### src/rtl/hts_pkg.sv
package hts_pkg;

    // number of channels with their own state
    localparam int CHANNELS = 4;
    localparam int CH_IDX_W = (CHANNELS > 1) ? $clog2(CHANNELS) : 1;

    // field widths
    localparam int CH_W    = 2;
    localparam int LEVEL_W = 16;
    localparam int STATE_W = 2;
    localparam int APB_AW  = 4;
    localparam int APB_DW  = 32;

    // item opcodes
    localparam logic OP_SAMPLE = 1'b0;
    localparam logic OP_RESCAN = 1'b1;

    // level state codes
    localparam logic [STATE_W-1:0] LVL_CLEAR   = 2'd0;
    localparam logic [STATE_W-1:0] LVL_SET     = 2'd1;
    localparam logic [STATE_W-1:0] LVL_UNKNOWN = 2'd2;

    // register indexes (word address)
    localparam logic [1:0] REG_SET_LEVEL    = 2'd0;
    localparam logic [1:0] REG_CLEAR_LEVEL  = 2'd1;
    localparam logic [1:0] REG_SETTLE_DELAY = 2'd2;

    // register reset values
    localparam logic [LEVEL_W-1:0] SET_LEVEL_RST    = 16'd11000;
    localparam logic [LEVEL_W-1:0] CLEAR_LEVEL_RST  = 16'd11500;
    localparam logic [LEVEL_W-1:0] SETTLE_DELAY_RST = 16'd10;

    typedef struct packed {
        logic               opcode;
        logic [CH_W-1:0]    channel;
        logic [LEVEL_W-1:0] sample_value;
    } t_in_item;

    typedef struct packed {
        logic [CH_W-1:0] publish_channel;
        logic            flag_level;
        logic            from_rescan;
    } t_out_item;

    typedef struct packed {
        logic [LEVEL_W-1:0] set_level;
        logic [LEVEL_W-1:0] clear_level;
        logic [LEVEL_W-1:0] settle_delay;
    } t_cfg;

    typedef struct packed {
        logic      valid;
        t_out_item item;
    } t_result;

endpackage

### src/rtl/hts_cfg_regs.sv
module hts_cfg_regs (
    input  logic                      i_clk,
    input  logic                      i_rst_n,
    input  logic                      psel,
    input  logic                      penable,
    input  logic                      pwrite,
    input  logic [hts_pkg::APB_AW-1:0] paddr,
    input  logic [hts_pkg::APB_DW-1:0] pwdata,
    output logic [hts_pkg::APB_DW-1:0] prdata,
    output logic                      pready,
    output hts_pkg::t_cfg             o_cfg
);

    logic [hts_pkg::LEVEL_W-1:0] r_set_level;
    logic [hts_pkg::LEVEL_W-1:0] r_clear_level;
    logic [hts_pkg::LEVEL_W-1:0] r_settle_delay;
    logic                        wr_en;
    logic [1:0]                  reg_idx;

    assign pready  = 1'b1;
    assign wr_en   = psel && penable && pwrite;
    assign reg_idx = paddr[3:2];

    // register writes, unused indexes are dropped
    always_ff @(posedge i_clk) begin
        if (!i_rst_n) begin
            r_set_level    <= hts_pkg::SET_LEVEL_RST;
            r_clear_level  <= hts_pkg::CLEAR_LEVEL_RST;
            r_settle_delay <= hts_pkg::SETTLE_DELAY_RST;
        end else if (wr_en) begin
            unique case (reg_idx)
                hts_pkg::REG_SET_LEVEL:    r_set_level    <= pwdata[hts_pkg::LEVEL_W-1:0];
                hts_pkg::REG_CLEAR_LEVEL:  r_clear_level  <= pwdata[hts_pkg::LEVEL_W-1:0];
                hts_pkg::REG_SETTLE_DELAY: r_settle_delay <= pwdata[hts_pkg::LEVEL_W-1:0];
                default: ;
            endcase
        end
    end

    // read mux
    always_comb begin
        unique case (reg_idx)
            hts_pkg::REG_SET_LEVEL:    prdata = hts_pkg::APB_DW'(r_set_level);
            hts_pkg::REG_CLEAR_LEVEL:  prdata = hts_pkg::APB_DW'(r_clear_level);
            hts_pkg::REG_SETTLE_DELAY: prdata = hts_pkg::APB_DW'(r_settle_delay);
            default:                   prdata = '0;
        endcase
    end

    assign o_cfg.set_level    = r_set_level;
    assign o_cfg.clear_level  = r_clear_level;
    assign o_cfg.settle_delay = r_settle_delay;

endmodule

### src/rtl/hts_chan_core.sv
module hts_chan_core (
    input  logic              i_clk,
    input  logic              i_rst_n,
    input  logic              i_fire,
    input  hts_pkg::t_in_item i_item,
    input  hts_pkg::t_cfg     i_cfg,
    output hts_pkg::t_result  o_result
);

    logic [hts_pkg::STATE_W-1:0] r_level [hts_pkg::CHANNELS];
    logic [hts_pkg::LEVEL_W-1:0] r_timer [hts_pkg::CHANNELS];
    logic                        r_pub   [hts_pkg::CHANNELS];

    logic [hts_pkg::CH_IDX_W-1:0] ch_idx;
    logic                         in_range;
    logic [hts_pkg::STATE_W-1:0]  cur_level;
    logic [hts_pkg::LEVEL_W-1:0]  cur_timer;
    logic [hts_pkg::LEVEL_W-1:0]  thr;
    logic                         below;
    logic [hts_pkg::STATE_W-1:0]  n_level;
    logic [hts_pkg::LEVEL_W-1:0]  n_timer;
    logic                         n_pub;
    logic                         emit;
    logic                         emit_flag;

    assign in_range  = int'(i_item.channel) < hts_pkg::CHANNELS;
    assign ch_idx    = hts_pkg::CH_IDX_W'(i_item.channel);
    assign cur_level = r_level[ch_idx];
    assign cur_timer = r_timer[ch_idx];

    // threshold pick and compare
    assign thr   = (cur_level != hts_pkg::LVL_CLEAR) ? i_cfg.clear_level : i_cfg.set_level;
    assign below = i_item.sample_value < thr;

    // next channel state and publication
    always_comb begin
        n_level   = cur_level;
        n_timer   = cur_timer;
        n_pub     = r_pub[ch_idx];
        emit      = 1'b0;
        emit_flag = r_pub[ch_idx];
        if (i_item.opcode == hts_pkg::OP_RESCAN) begin
            n_timer = '0;
            emit    = 1'b1;
        end else if (cur_level != {1'b0, below}) begin
            n_level = {1'b0, below};
            n_timer = i_cfg.settle_delay;
            if (i_cfg.settle_delay == '0) begin
                emit      = 1'b1;
                emit_flag = below;
                n_pub     = below;
            end
        end else if (cur_timer != '0) begin
            n_timer = cur_timer - 16'd1;
            if (cur_timer == 16'd1) begin
                emit      = 1'b1;
                emit_flag = below;
                n_pub     = below;
            end
        end
    end

    // per-channel state update
    always_ff @(posedge i_clk) begin
        if (!i_rst_n) begin
            for (int i = 0; i < hts_pkg::CHANNELS; i++) begin
                r_level[i] <= hts_pkg::LVL_UNKNOWN;
                r_timer[i] <= '0;
                r_pub[i]   <= 1'b0;
            end
        end else if (i_fire && in_range) begin
            r_level[ch_idx] <= n_level;
            r_timer[ch_idx] <= n_timer;
            r_pub[ch_idx]   <= n_pub;
        end
    end

    assign o_result.valid                = emit && in_range;
    assign o_result.item.publish_channel = i_item.channel;
    assign o_result.item.flag_level      = emit_flag;
    assign o_result.item.from_rescan     = (i_item.opcode == hts_pkg::OP_RESCAN);

endmodule

### src/rtl/hysteresis_threshold_scanner_unit.sv
// channel   direction  handshake                 payload
// in        input      i_in_valid / o_in_ready   i_in_data  (t_in_item)
// out       output     o_out_valid / i_out_ready o_out_data (t_out_item)
// cfg       input      psel/penable/pwrite/pready paddr, pwdata, prdata
//
// one transaction per cycle sustained while results are taken; the accepting edge loads the
// input register, and a free or emptying result slot lets it move on into the result register
// synchronous active-low reset clears valids, channel states and configuration registers
// a stalled result holds in the result register; the input register still takes
// one more transaction, then o_in_ready drops until the result is taken
module hysteresis_threshold_scanner_unit (
    input  logic                       i_clk,
    input  logic                       i_rst_n,
    input  logic                       i_in_valid,
    output logic                       o_in_ready,
    input  hts_pkg::t_in_item          i_in_data,
    output logic                       o_out_valid,
    input  logic                       i_out_ready,
    output hts_pkg::t_out_item         o_out_data,
    input  logic                       psel,
    input  logic                       penable,
    input  logic                       pwrite,
    input  logic [hts_pkg::APB_AW-1:0] paddr,
    input  logic [hts_pkg::APB_DW-1:0] pwdata,
    output logic [hts_pkg::APB_DW-1:0] prdata,
    output logic                       pready
);

    logic               r_in_valid;
    hts_pkg::t_in_item  r_in;
    logic               r_out_valid;
    hts_pkg::t_out_item r_out;
    logic               fire;
    hts_pkg::t_cfg      cfg;
    hts_pkg::t_result   result;

    // configuration registers
    hts_cfg_regs u_cfg (
        .i_clk   (i_clk),
        .i_rst_n (i_rst_n),
        .psel    (psel),
        .penable (penable),
        .pwrite  (pwrite),
        .paddr   (paddr),
        .pwdata  (pwdata),
        .prdata  (prdata),
        .pready  (pready),
        .o_cfg   (cfg)
    );

    // the held transaction moves on when the result slot is free or emptying
    assign fire       = r_in_valid && (!r_out_valid || i_out_ready);
    assign o_in_ready = !r_in_valid || fire;

    // input register
    always_ff @(posedge i_clk) begin
        if (!i_rst_n) begin
            r_in_valid <= 1'b0;
        end else if (o_in_ready) begin
            r_in_valid <= i_in_valid;
        end
    end

    always_ff @(posedge i_clk) begin
        if (o_in_ready && i_in_valid) begin
            r_in <= i_in_data;
        end
    end

    // channel state and decision
    hts_chan_core u_core (
        .i_clk    (i_clk),
        .i_rst_n  (i_rst_n),
        .i_fire   (fire),
        .i_item   (r_in),
        .i_cfg    (cfg),
        .o_result (result)
    );

    // result register
    always_ff @(posedge i_clk) begin
        if (!i_rst_n) begin
            r_out_valid <= 1'b0;
        end else if (fire) begin
            r_out_valid <= result.valid;
        end else if (i_out_ready) begin
            r_out_valid <= 1'b0;
        end
    end

    always_ff @(posedge i_clk) begin
        if (fire && result.valid) begin
            r_out <= result.item;
        end
    end

    assign o_out_valid = r_out_valid;
    assign o_out_data  = r_out;

    // full input register behind a stalled result blocks new transactions
    a_stall_blocks: assert property (@(posedge i_clk) disable iff (!i_rst_n)
        (r_in_valid && r_out_valid && !i_out_ready) |-> !o_in_ready)
        else $error("input accepted while both stages are stalled");

    // an in-range rescan always publishes, marked as rescan
    a_rescan_publishes: assert property (@(posedge i_clk) disable iff (!i_rst_n)
        (fire && r_in.opcode == hts_pkg::OP_RESCAN
         && int'(r_in.channel) < hts_pkg::CHANNELS)
        |=> (o_out_valid && o_out_data.from_rescan))
        else $error("rescan transaction gave no rescan result");

    // nothing is offered right after reset
    a_reset_empty: assert property (@(posedge i_clk)
        (i_rst_n && $past(!i_rst_n)) |-> (!o_out_valid && !r_in_valid))
        else $error("valid state survived reset");

endmodule
### config.mk
export PLATFORM = sky130hd
export DESIGN_NAME = hysteresis_threshold_scanner_unit
export DESIGN_NICKNAME = d
export VERILOG_FILES = /design/src/rtl/hts_pkg.sv /design/src/rtl/hts_cfg_regs.sv /design/src/rtl/hts_chan_core.sv /design/src/rtl/hysteresis_threshold_scanner_unit.sv
export SDC_FILE = /design/constraint.sdc
export NUM_CORES = 1
export LEC_CHECK = 0
export ABC_AREA = 1
export ABC_CLOCK_PERIOD_IN_PS = 4500
export BUFFER_PORTS_ARGS = -buffer_cell sky130_fd_sc_hd__clkbuf_2
export CORE_UTILIZATION = 45
export CTS_CLUSTER_SIZE = 20
export DETAILED_ROUTE_END_ITERATION = 10
export MAX_ROUTING_LAYER = met4
export REMOVE_ABC_BUFFERS = 1
export SKIP_LAST_GASP = 1
export SLEW_MARGIN = 5
export SYNTH_ARGS = -nofsm -noshare
export SYNTH_HDL_FRONTEND = slang
export SYNTH_SLANG_ARGS = --single-unit
### constraint.sdc
create_clock -name i_clk -period 4.5 [get_ports i_clk]
set_clock_uncertainty 0.15 [all_clocks]
set_input_delay 0.45 -clock i_clk [delete_from_list [all_inputs] [get_ports i_clk]]
set_output_delay 0.45 -clock i_clk [all_outputs]
set_load 0.03 [all_outputs]
==> results of run 1 <==
## worst max-delay path: cells and delay by family, from the launching register on
kind	cells	cell delay [ns]
compound gates	4	1.17
simple gates	9	0.93
buf+inv	4	0.77
flops	1	0.47
fa+ha+maj	1	0.36
## synthesized netlist by cell type (5+ instances only)
cell,n
dfxtp_1,55
buf_4,18
o211ai_2,6
xor2_1,6
nand3_2,6
nand3_1,34
o211ai_1,12
a32o_1,6
inv_1,84
clkbuf_1,25
o22a_1,8
o21ai_0,70
nor2_1,115
a21oi_1,41
nand2_1,172
nand4_1,9
xnor2_1,8
nand2_2,5
o221ai_1,16
ha_1,18
buf_2,8
edfxtp_1,96
## power by group
part / internal, mW / total (mW) / switching, mW
Combinational: 0.135 / 0.441 / 0.305
Clock: 1.02 / 1.60 / 0.575
Sequential: 1.52 / 1.54 / 0.0200
## path summary, 6_finish.rpt
path / from / endpoint / slack (ns) / cells past startpoint
setup / recovery: flop / u_core.r_timer[2][1]$_SDFFCE_PN0P_ / 0.39 / 18
hold / removal: i_in_data[0] / r_in[0]$_DFFE_PP_ / 0.04 / 1
setup reg to reg: flop / u_core.r_timer[2][1]$_SDFFCE_PN0P_ / 0.39 / 18
hold reg to reg: u_core.r_pub[2]$_DFF_P_ / u_core.r_pub[2]$_DFF_P_ / 0.33 / 2
## cell families (layout without fill, tap and decap cells)
family | count (synthesis) | in the layout
buffers and inverters | 144 | 204
AO/OA/AOI/OAI | 168 | 168
XOR/XNOR | 14 | 14
other | 2 | 17
AND/OR/NAND/NOR | 346 | 346
flip-flops | 151 | 151
adder cells (fa/ha/maj) | 18 | 18
multiplexers | 1 | 1
## per-stage QoR
step | setup TNS (ns) | instances | setup slack [ns] | cell area (um2) | total power [mW]
6_report | 0 | 1135 | 0.391 | 8670 | 3.58
5_1_grt | 0 | 1135 | 0.0891 | 8670 | 3.72
3_3_place_gp | 0 | 1103 | 0.441 | 8000 | 2.01
2_1_floorplan | -18.06 | 805 | -0.328 | 7240 | 1.86
4_1_cts | 0 | 1135 | 0.260 | 8660 | 3.61
3_5_place_dp | 0 | 1103 | 0.420 | 8000 | 2.01
## per-layer routing
metal | up-vias | track usage (%) | share of wire, %
met3 | 28 | 4.97 | 4.5
li1 | 2950 | - | -
met2 | 171 | 37.7 | 48
met1 | 2711 | 29.8 | 46
met4 | 0 | 9.06 | 1.9
met5 | - | - | 0
## state kept, by name (all words and copies together), names as in the netlist, 4 cells and up, named ones only
signal,flops
u_core.r_timer,64
r_in,19
u_cfg.r_clear_level,16
u_cfg.r_set_level,16
u_cfg.r_settle_delay,16
u_core.r_level,8
o_out_data,4
u_core.r_pub,4
## final cells by class
class,count,area share (%)
multi-input cells,564,33.8
clock buffers,21,5.82
repair buffers,82,5.51
flip-flops and latches,151,46.0
clock inverters,11,1.86
inverters,90,3.90
well taps,216,3.12
## repair_timing
| item | CTS | global route |
|---|---|---|
| gates resized for setup | 0 | 3 |
| endpoints found under the setup margin | 0 | 10 |
| hold buffers | 0 | 0 |
==> metrics, run 1 <==
Pre-antenna DRT Iters=5; Util after Layout=54.0%; # fillers=1480; HPWL Detailed=12200 um; Via Count=5860; DIE AREA=0.0171 mm2; fraction of layout instances using a drive strength above 1=15.0%; Tot GR Track Use=23.8%; pin count of the biggest net entering global routing=56; sequential area share after synthesis=53.3%; Inserted Diodes=0; CTS tree=built; worst-path maximum fanout=31; Port Buffer Count=65; largest family of logic cells by synthesized area=simple AND/OR/NAND/NOR gates; Worst-Margin Slew=0.952 ns; wire per inst=16.0 um; CP max-delay cell=dfxtp_1; Critical Path AT=4.13 ns; Finish-stage setup viols=0; most frequent CP cell=nand2_2; Setup Crit Path Kind=reg2reg; # IOs=101; CTS max path bufs=2; postcts setup bufs=0; Synth Area in Simple Gates=19.2%; Hold/Removal Path Class=in2reg; CP startpoint kind=flop; Root Buffer=clkbuf_16; Worst-Skew Late Latency=0.44 ns; Hold Worst Slack=0.0376 ns; unrepaired setup endpoints after global routing=no; initial antenna violation count=0; Core ar.=0.0161 mm2; CTS clk-pin slew, worst paths=0.06 ns; min cycle time layout=4.11 ns; total CTS buffers=17; synthesized cell area=0.00748 mm2; Ys Warns=0; most common cell after layout, fill and taps aside=nand2_1; asr flop ratio synth=0%; count of final hold-check violations=0; drt total wl=18100 um; final period utilization=91.3%; first-pass GRT wire length=28800 um; clock net sink count=151; Overflow after GRT=0; mux cell area share after synthesis=0.134%; Mapped Cells=844; Post-synth EDFFs=96; Detail Route Antenna Nets=0; ranking of synthesized cells by area=edfxtp_1, dfxtp_1, nand2_1; Cell Rows=46; vias in the first global route=5402; Post-Synth XOR/XNOR Area=1.64%; die outline width=131 um; Multi-input gate area=0.00293 mm2; Synth area leader=edfxtp_1; P_leak=3.75 nW; area delta synth->final=15.9%; commonest cells after routing, fill and taps aside=nand2_1, nor2_1, edfxtp_1; fmax=243 MHz; Initial Utilization=46.6%; max_slew headroom=36.4%; CP required=4.52 ns; Compound-Gate Fraction of Synth Area=14.2%; routability cong.=0.846; crit-path cells=inv_2 -> nand2_1 -> nand3_1 -> nand2_2 -> nand2_1 -> buf_12 -> o21ai_0 -> ha_1 -> nand4_1 -> a31oi_1 -> a2111oi_1 -> buf_4 -> nand2_2 -> nand2_2 -> nand3_2 -> buf_12 -> o211ai_1 -> nor2_1; # H-tree levels=4; Via-to-Cell Ratio=5.16; Die Y=131 um; drt drc=0; Seq cells post-synth=151; CP max stage delay=0.47 ns; max-slew violation count=0; Nets=986; Max Cap Viol=0; maximum vdd ir drop=0.273 mV; run status=finished clean; Post-Synth Adder-Cell Area=3.01%; Seq. cell area=0.00399 mm2; total power per unit cell area=414 mW/mm2; crit end category=flop; Unique masters post-synth=41; Avg Cell Area, Syn=8.86 um2; prevailing post-synth register cell=edfxtp_1; Yosys top cell area share=38.6%; Initial DRC Count=400
Power figures use the tool's default switching activity.
==> run 2: changes to the inputs <==
--- a/config.mk
+++ b/config.mk
@@ -6,12 +6,13 @@
 export NUM_CORES = 1
 export LEC_CHECK = 0
 export ABC_AREA = 1
-export ABC_CLOCK_PERIOD_IN_PS = 4500
+export ABC_CLOCK_PERIOD_IN_PS = 3700
 export BUFFER_PORTS_ARGS = -buffer_cell sky130_fd_sc_hd__clkbuf_2
 export CORE_UTILIZATION = 45
 export CTS_CLUSTER_SIZE = 20
 export DETAILED_ROUTE_END_ITERATION = 10
 export MAX_ROUTING_LAYER = met4
+export PLACE_DENSITY = 0.67
 export REMOVE_ABC_BUFFERS = 1
 export SKIP_LAST_GASP = 1
 export SLEW_MARGIN = 5
==> constraint.sdc (replaced) <==
create_clock -name i_clk -period 3.7 [get_ports i_clk]
set_clock_uncertainty 0.15 [all_clocks]
set_input_delay 0.555 -clock i_clk [delete_from_list [all_inputs] [get_ports i_clk]]
set_output_delay 0.555 -clock i_clk [all_outputs]
set_load 0.03 [all_outputs]
==> run 2 against run 1 <==
Clock-buffer cell count up 1. Global-route usage fell by 1.8 points. Cell count is 1.4% higher. First-iteration DRC count down 21%. Worst setup slack got worse by 0.12 ns. Critical endpoint is now u_core.r_timer[0][10]$_SDFFCE_PN0P_. Final area grew 0.77%. Die area did not move. Largest cell class unchanged. Sequential share of layout area fell by 0.36 points. Register-to-register slack worse by 0.12 ns.
==> metrics, run 2 (synthesis results as in run 1) <==
run status=finished clean; Via-to-Cell Ratio=5.17 (about the same); wire per inst=14.7 um (-7.8%); Multi-input gate area=0.00297 mm2 (+1.3%); most common cell after layout, fill and taps aside=nand2_1; top flop regs=u_core.r_timer x64, r_in x19; area delta synth->final=16.8%; # fillers=1454 (-1.8%); CP startpoint kind=flop; Inserted Diodes=0 (unchanged); Die Y=131 um (unchanged); routability cong.=0.872 (+3.1%); Finish-stage setup viols=0 (unchanged); final setup margin=0.273 ns (-0.118 ns); fraction of layout instances using a drive strength above 1=16.0% (+1.0 points); Via Count=5945 (+1.5%); initial antenna violation count=0 (unchanged); Nets=1002 (+1.6%); Pre-antenna DRT Iters=6 (+1); DIE AREA=0.0171 mm2 (unchanged); fin cells=1151 (+1.4%); CTS max path bufs=2 (unchanged); Overflow after GRT=0 (unchanged); Setup Crit Path Kind=reg2reg; Root Buffer=clkbuf_16; Post-Place Worst Slack=-0.0238 ns (-0.444 ns); vias in the first global route=5448 (+0.85%); Seq. cell area=0.00398 mm2 (about the same); Max Cap Viol=0 (unchanged); clock net sink count=151 (unchanged); Port Buffer Count=65 (unchanged); Detail Route Antenna Nets=0 (unchanged); HPWL Detailed=11600 um (-5.0%); Cell Rows=46 (unchanged); largest reg by FF count=u_core.r_timer; Tot GR Track Use=21.9% (-1.8 points); maximum vdd ir drop=0.271 mV (-0.87%); Initial Utilization=46.6% (unchanged); commonest cells after routing, fill and taps aside=nand2_1, nor2_1, edfxtp_1; CP required=3.72 ns (-0.80 ns); Worst R2R Setup Slack=0.27 ns (-0.12 ns); Worst-Margin Slew=0.893 ns (-0.0591 ns); worst-path maximum fanout=31 (unchanged); # placed instances=1115 (+1.1%); crit end category=flop; CTS clk-pin slew, worst paths=0.06 ns (about the same); Hold/Removal Path Class=in2reg; first-pass GRT wire length=27200 um (-5.4%); count of final hold-check violations=0 (unchanged); hold path cells=1 (unchanged); Worst-Skew Late Latency=0.43 ns (about the same); final period utilization=92.6% (+1.3 points); # H-tree levels=4 (unchanged); r2r worst-path depth=20 (+2); FF-to-FF End=u_core.r_timer[0][10]$_SDFFCE_PN0P_; P_leak=3.78 nW (+0.77%); total CTS buffers=17 (unchanged); end point of the critical path=u_core.r_timer[0][10]$_SDFFCE_PN0P_; total power=4.15 mW (+16%); drt drc=0 (unchanged); min cycle time layout=3.43 ns (-0.682 ns); pin count of the biggest net entering global routing=56 (unchanged); max-slew violation count=0 (unchanged); Initial DRC Count=315 (-21%); fmax=292 MHz (+20%); # IOs=101 (unchanged); max_slew headroom=40.3% (+4.0 points); die outline width=131 um (unchanged); total power per unit cell area=476 mW/mm2 (+15%); CTS tree=built; drt total wl=17000 um (-6.5%); Largest register FFs=64 (unchanged); Critical Path AT=3.45 ns (-0.68 ns); Core ar.=0.0161 mm2 (unchanged)
==> run 2: changes by cell type in the layout (fill, tap and decap cells not counted), moves of 3 or more <==
cell,delta
o211ai_2,-3
clkbuf_1,+3
clkbuf_16,-3
o211ai_4,+3
buf_4,+16
==> run 2: repair_timing <==
| action | 4_1_cts | 5_1_grt |
|---|---|---|
| resized for setup | 1 | 7 |
| setup endpoints to repair | 16 | 74 |
| pin swaps | 0 | 1 |
| hold buffers | 0 | 0 |
| setup buffers | 0 | 4 |
==> run 2: per-stage QoR <==
| step | setup TNS (ns) | hold slack (ns) | cell area [um2] | util, % |
|---|---|---|---|---|
| after global placement | -0.117 | 0.307 | 8080 | 50.3 |
| after detailed placement | -0.137 | 0.312 | 8080 | 50.3 |
| after floorplan | -78.64 | 0.296 | 7240 | - |
| final | 0 | 0.148 | 8730 | 54.4 |
| after CTS | 0 | 0.136 | 8660 | 53.9 |
| after global routing | -0.0248 | 0.132 | 8730 | 54.4 |
==> run 2: worst min-delay path by stage <==
| stage | from | endpoint |
|---|---|---|
| floorplan | u_cfg.r_set_level[11]$_SDFFE_PN1P_ | u_cfg.r_set_level[11]$_SDFFE_PN1P_ |
| global placement | u_cfg.r_set_level[3]$_SDFFE_PN1P_ | u_cfg.r_set_level[3]$_SDFFE_PN1P_ |
| detailed placement | u_cfg.r_set_level[9]$_SDFFE_PN1P_ | u_cfg.r_set_level[9]$_SDFFE_PN1P_ |
| CTS | i_in_data[18] | r_in[18]$_DFFE_PP_ |
| global route | i_in_data[18] | r_in[18]$_DFFE_PP_ |
| finish | i_in_data[7] | r_in[7]$_DFFE_PP_ |
==> run 2: routing by layer <==
| layer | wire [um] | track usage (%) | vias up |
|---|---|---|---|
| li1 | - | - | 2984 |
| met1 | 7580 | 27.8 | 2733 |
| met2 | 7970 | 34.5 | 191 |
| met3 | 967 | 3.99 | 37 |
| met4 | 445 | 9.47 | 0 |
| met5 | 0 | - | - |
==> run 2: power by group <==
group	internal [mW]	switching [mW]	leakage [nW]
registers	1.85	0.0198	1.41
logic	0.186	0.379	2.08
clock network	1.07	0.645	0.283
total	3.11	1.04	3.78
==> run 2: area by class of cell <==
cell class                      count  area share (%)
Clock buffer                       22            5.20
Clock inverter                     10            1.48
Inverter                           90            3.87
Multi-Input combinational cell    564            34.0
Sequential cell                   151            45.6
Tap cell                          216            3.09
Timing Repair Buffer               98            6.75
==> run 2: critical path, cell delays in order, from the launching register on <==
cell and delay (ns):
dfxtp_1 0.31, buf_4 0.16, nand2_1 0.06, nand3_1 0.08, nand2_2 0.12, nand2_1 0.10, buf_12 0.17, o21ai_0 0.20
ha_1 0.29, nand2_1 0.07, inv_1 0.06, nand3_1 0.07, a31oi_1 0.09, a2111oi_2 0.23, buf_4 0.20, nand2_2 0.06
nand2_2 0.08, nand3_4 0.14, buf_6 0.19, o211ai_2 0.25, nor2_1 0.07
==> run 3: changes to the inputs <==
--- a/config.mk
+++ b/config.mk
@@ -7,12 +7,11 @@
 export LEC_CHECK = 0
 export ABC_AREA = 1
 export ABC_CLOCK_PERIOD_IN_PS = 3700
-export BUFFER_PORTS_ARGS = -buffer_cell sky130_fd_sc_hd__clkbuf_2
 export CORE_UTILIZATION = 45
 export CTS_CLUSTER_SIZE = 20
 export DETAILED_ROUTE_END_ITERATION = 10
+export DONT_BUFFER_PORTS = 1
 export MAX_ROUTING_LAYER = met4
-export PLACE_DENSITY = 0.67
 export REMOVE_ABC_BUFFERS = 1
 export SKIP_LAST_GASP = 1
 export SLEW_MARGIN = 5
==> run 3 against run 2 <==
Non-clock buffer count down 56. Highest routed layer unchanged. Critical endpoint is now u_core.r_timer[2][7]$_SDFFCE_PN0P_. Utilization down 2.1 points. Flip-flop and latch count unchanged. Wire length up 9.1%. Sequential power about the same. Worst setup slack worse by 0.099 ns. Clock power down 8%.
==> metrics, run 3 (synthesis results as in run 1) <==
HPWL Detailed=12600 um (+9.0%); CTS clk-pin slew, worst paths=0.06 ns (about the same); Final Instance Area=0.00840 mm2 (-3.8%); delay-heaviest family, CP=simple AND/OR/NAND/NOR gates; top flop regs=u_core.r_timer x64, r_in x19; CP max stage delay=0.32 ns (about the same); Pre-antenna DRT Iters=5 (-1); total power=3.99 mW (-4.0%); Int Pwr=2.92 mW (-6.1%); vias in the first global route=5716 (+4.9%); Setup Crit Path Kind=reg2reg; Worst-Skew Late Latency=0.43 ns (about the same); Seq. cell area=0.00399 mm2 (about the same); fraction of layout instances using a drive strength above 1=11.1% (-4.9 points); min cycle time layout=3.53 ns (+0.0985 ns); clock network power share=39.4% (-1.9 points); Cell Rows=46 (unchanged); Detail Route Antenna Nets=0 (unchanged); unrepaired setup endpoints after global routing=no; count of final hold-check violations=0 (unchanged); clock net sink count=151 (unchanged); # placed instances=1062 (-4.8%); P_leak=3.50 nW (-7.4%); switch share=26.8% (+1.6 points); initial antenna violation count=0 (unchanged); Hold Buf Count CTS=0 (unchanged); DIE AREA=0.0171 mm2 (unchanged); Tot GR Track Use=24.0% (+2.1 points); WL met2=9140 um (+15%); area delta synth->final=12.4%; Flop pwr share=47.1% (+2.0 points); Via Count=5799 (-2.5%); crit end category=flop; # IOs=101 (unchanged); Critical path buffers and inverters=5 (unchanged); fmax=284 MHz (-2.8%); Worst-Margin Slew=0.831 ns (-0.0615 ns); combinational group share of total power=13.4% (-0.2 points); largest reg by FF count=u_core.r_timer; Critical Path AT=3.54 ns (+0.09 ns); P_sw=1.07 mW (+2.3%); CP startpoint kind=flop; WL met1=7990 um (+5.5%); Root Buffer=clkbuf_16; crit-path cells=buf_4 -> nand2_1 -> nand3_1 -> nand2_2 -> nand2_2 -> buf_12 -> o21ai_1 -> ha_1 -> a21oi_1 -> nor2_1 -> a2111oi_2 -> buf_4 -> nand2_2 -> nand2_2 -> nand3_2 -> buf_12 -> inv_2 -> nand2_1 -> nand4_1 -> nor2_1; CTS tree=built; dpl cell area=0.00785 mm2 (-2.9%); total power per unit cell area=475 mW/mm2 (-0.19%); total CTS buffers=17 (unchanged); final period utilization=95.3% (+2.7 points); routability cong.=0.875 (+0.28%); drt total wl=18500 um (+9.1%); met3 wire len=1140 um (+18%); Inserted Diodes=0 (unchanged); CP max-delay cell=dfxtp_1; # H-tree levels=4 (unchanged); Max Cap Viol=0 (unchanged); max-slew violation count=0 (unchanged); CTS max path bufs=2 (unchanged); worst-path maximum fanout=24 (-23%); most common cell after layout, fill and taps aside=nand2_1; commonest cells after routing, fill and taps aside=nand2_1, nor2_1, edfxtp_1; # fillers=1459 (+0.34%); max_slew headroom=44.5% (+4.2 points); Multi-input gate area=0.00293 mm2 (-1.2%); Overflow after GRT=0 (unchanged); wire per inst=16.9 um (+15%); Largest register FFs=64 (unchanged); Port Buffer Count=0 (-100%); Initial Utilization=46.6% (unchanged); Die Y=131 um (unchanged); run status=finished clean; Hold/Removal Path Class=in2reg; CP required=3.72 ns (about the same); Finish-stage setup viols=0 (unchanged); first-pass GRT wire length=29500 um (+8.4%); Core ar.=0.0161 mm2 (unchanged); drt drc=0 (unchanged); die outline width=131 um (unchanged); pin count of the biggest net entering global routing=57 (+1.8%); most frequent CP cell=nand2_2; maximum vdd ir drop=0.381 mV (+41%); max layer used=met4; fin cells=1095 (-4.9%); Via-to-Cell Ratio=5.30 (+2.5%); Initial DRC Count=424 (+35%); Nets=946 (-5.6%)
==> run 3: cell count changes in the layout (fill, tap and decap cells not counted), moves of 4 or more <==
cell / previous run / this run
o21ai_0: 70 / 66
clkbuf_2: 65 / 0
clkinvlp_4: 1 / 7
buf_4: 31 / 40
==> run 3: timing repair <==
| action | 4_1_cts | 5_1_grt |
|---|---|---|
| endpoints found under the hold margin | 0 | 0 |
| resized for setup | 1 | 8 |
| buffers inserted | 0 | 1 |
| pin swaps | 0 | 1 |
| endpoints found under the setup margin | 20 | 73 |
==> run 3: final cells by class <==
class	count	share of cell area (%)
Sequential cell	151	47.4
Multi-Input combinational cell	564	34.9
Clock buffer	20	5.45
Timing Repair Buffer	42	4.05
Inverter	90	4.02
Tap cell	216	3.22
Clock inverter	12	0.938
==> run 3: power by group through the flow <==
stage / Sequential [mW] / Clock, mW / Combinational, mW
floorplan: 1.92 / 0 / 0.342
global placement: 1.91 / 0 / 0.519
detailed placement: 1.91 / 0 / 0.528
CTS: 1.88 / 1.59 / 0.532
global route: 1.89 / 1.67 / 0.593
finish: 1.88 / 1.57 / 0.536
==> run 3: through the flow <==
step	util, %	TNS [ns]	hold slack (ns)	setup WS (ns)
6_report	52.3	0	0.0663	0.175
5_1_grt	52.3	0	0.0457	0.0214
4_1_cts	52.2	0	0.0572	0.0471
3_5_place_dp	48.9	-0.107	0.312	-0.0321
3_3_place_gp	48.9	0	0.310	0.0501
2_1_floorplan	-	-78.64	0.296	-1.13
==> run 3: final timing paths <==
path / startpoint / endpoint / slack, ns / depth (start not counted)
max: flop / u_core.r_timer[2][7]$_SDFFCE_PN0P_ / 0.17 / 20
min: i_rst_n / u_cfg.r_set_level[3]$_SDFFE_PN1P_ / 0.07 / 1
max reg2reg: flop / u_core.r_timer[2][7]$_SDFFCE_PN0P_ / 0.17 / 20
min reg2reg: u_core.r_pub[2]$_DFF_P_ / u_core.r_pub[2]$_DFF_P_ / 0.33 / 2
==> run 3: per-layer routing <==
metal,global-route usage (%),vias up
li1,-,2874
met3,6.35,22
met5,-,-
met2,40.1,152
met1,28.5,2751
met4,7.17,0
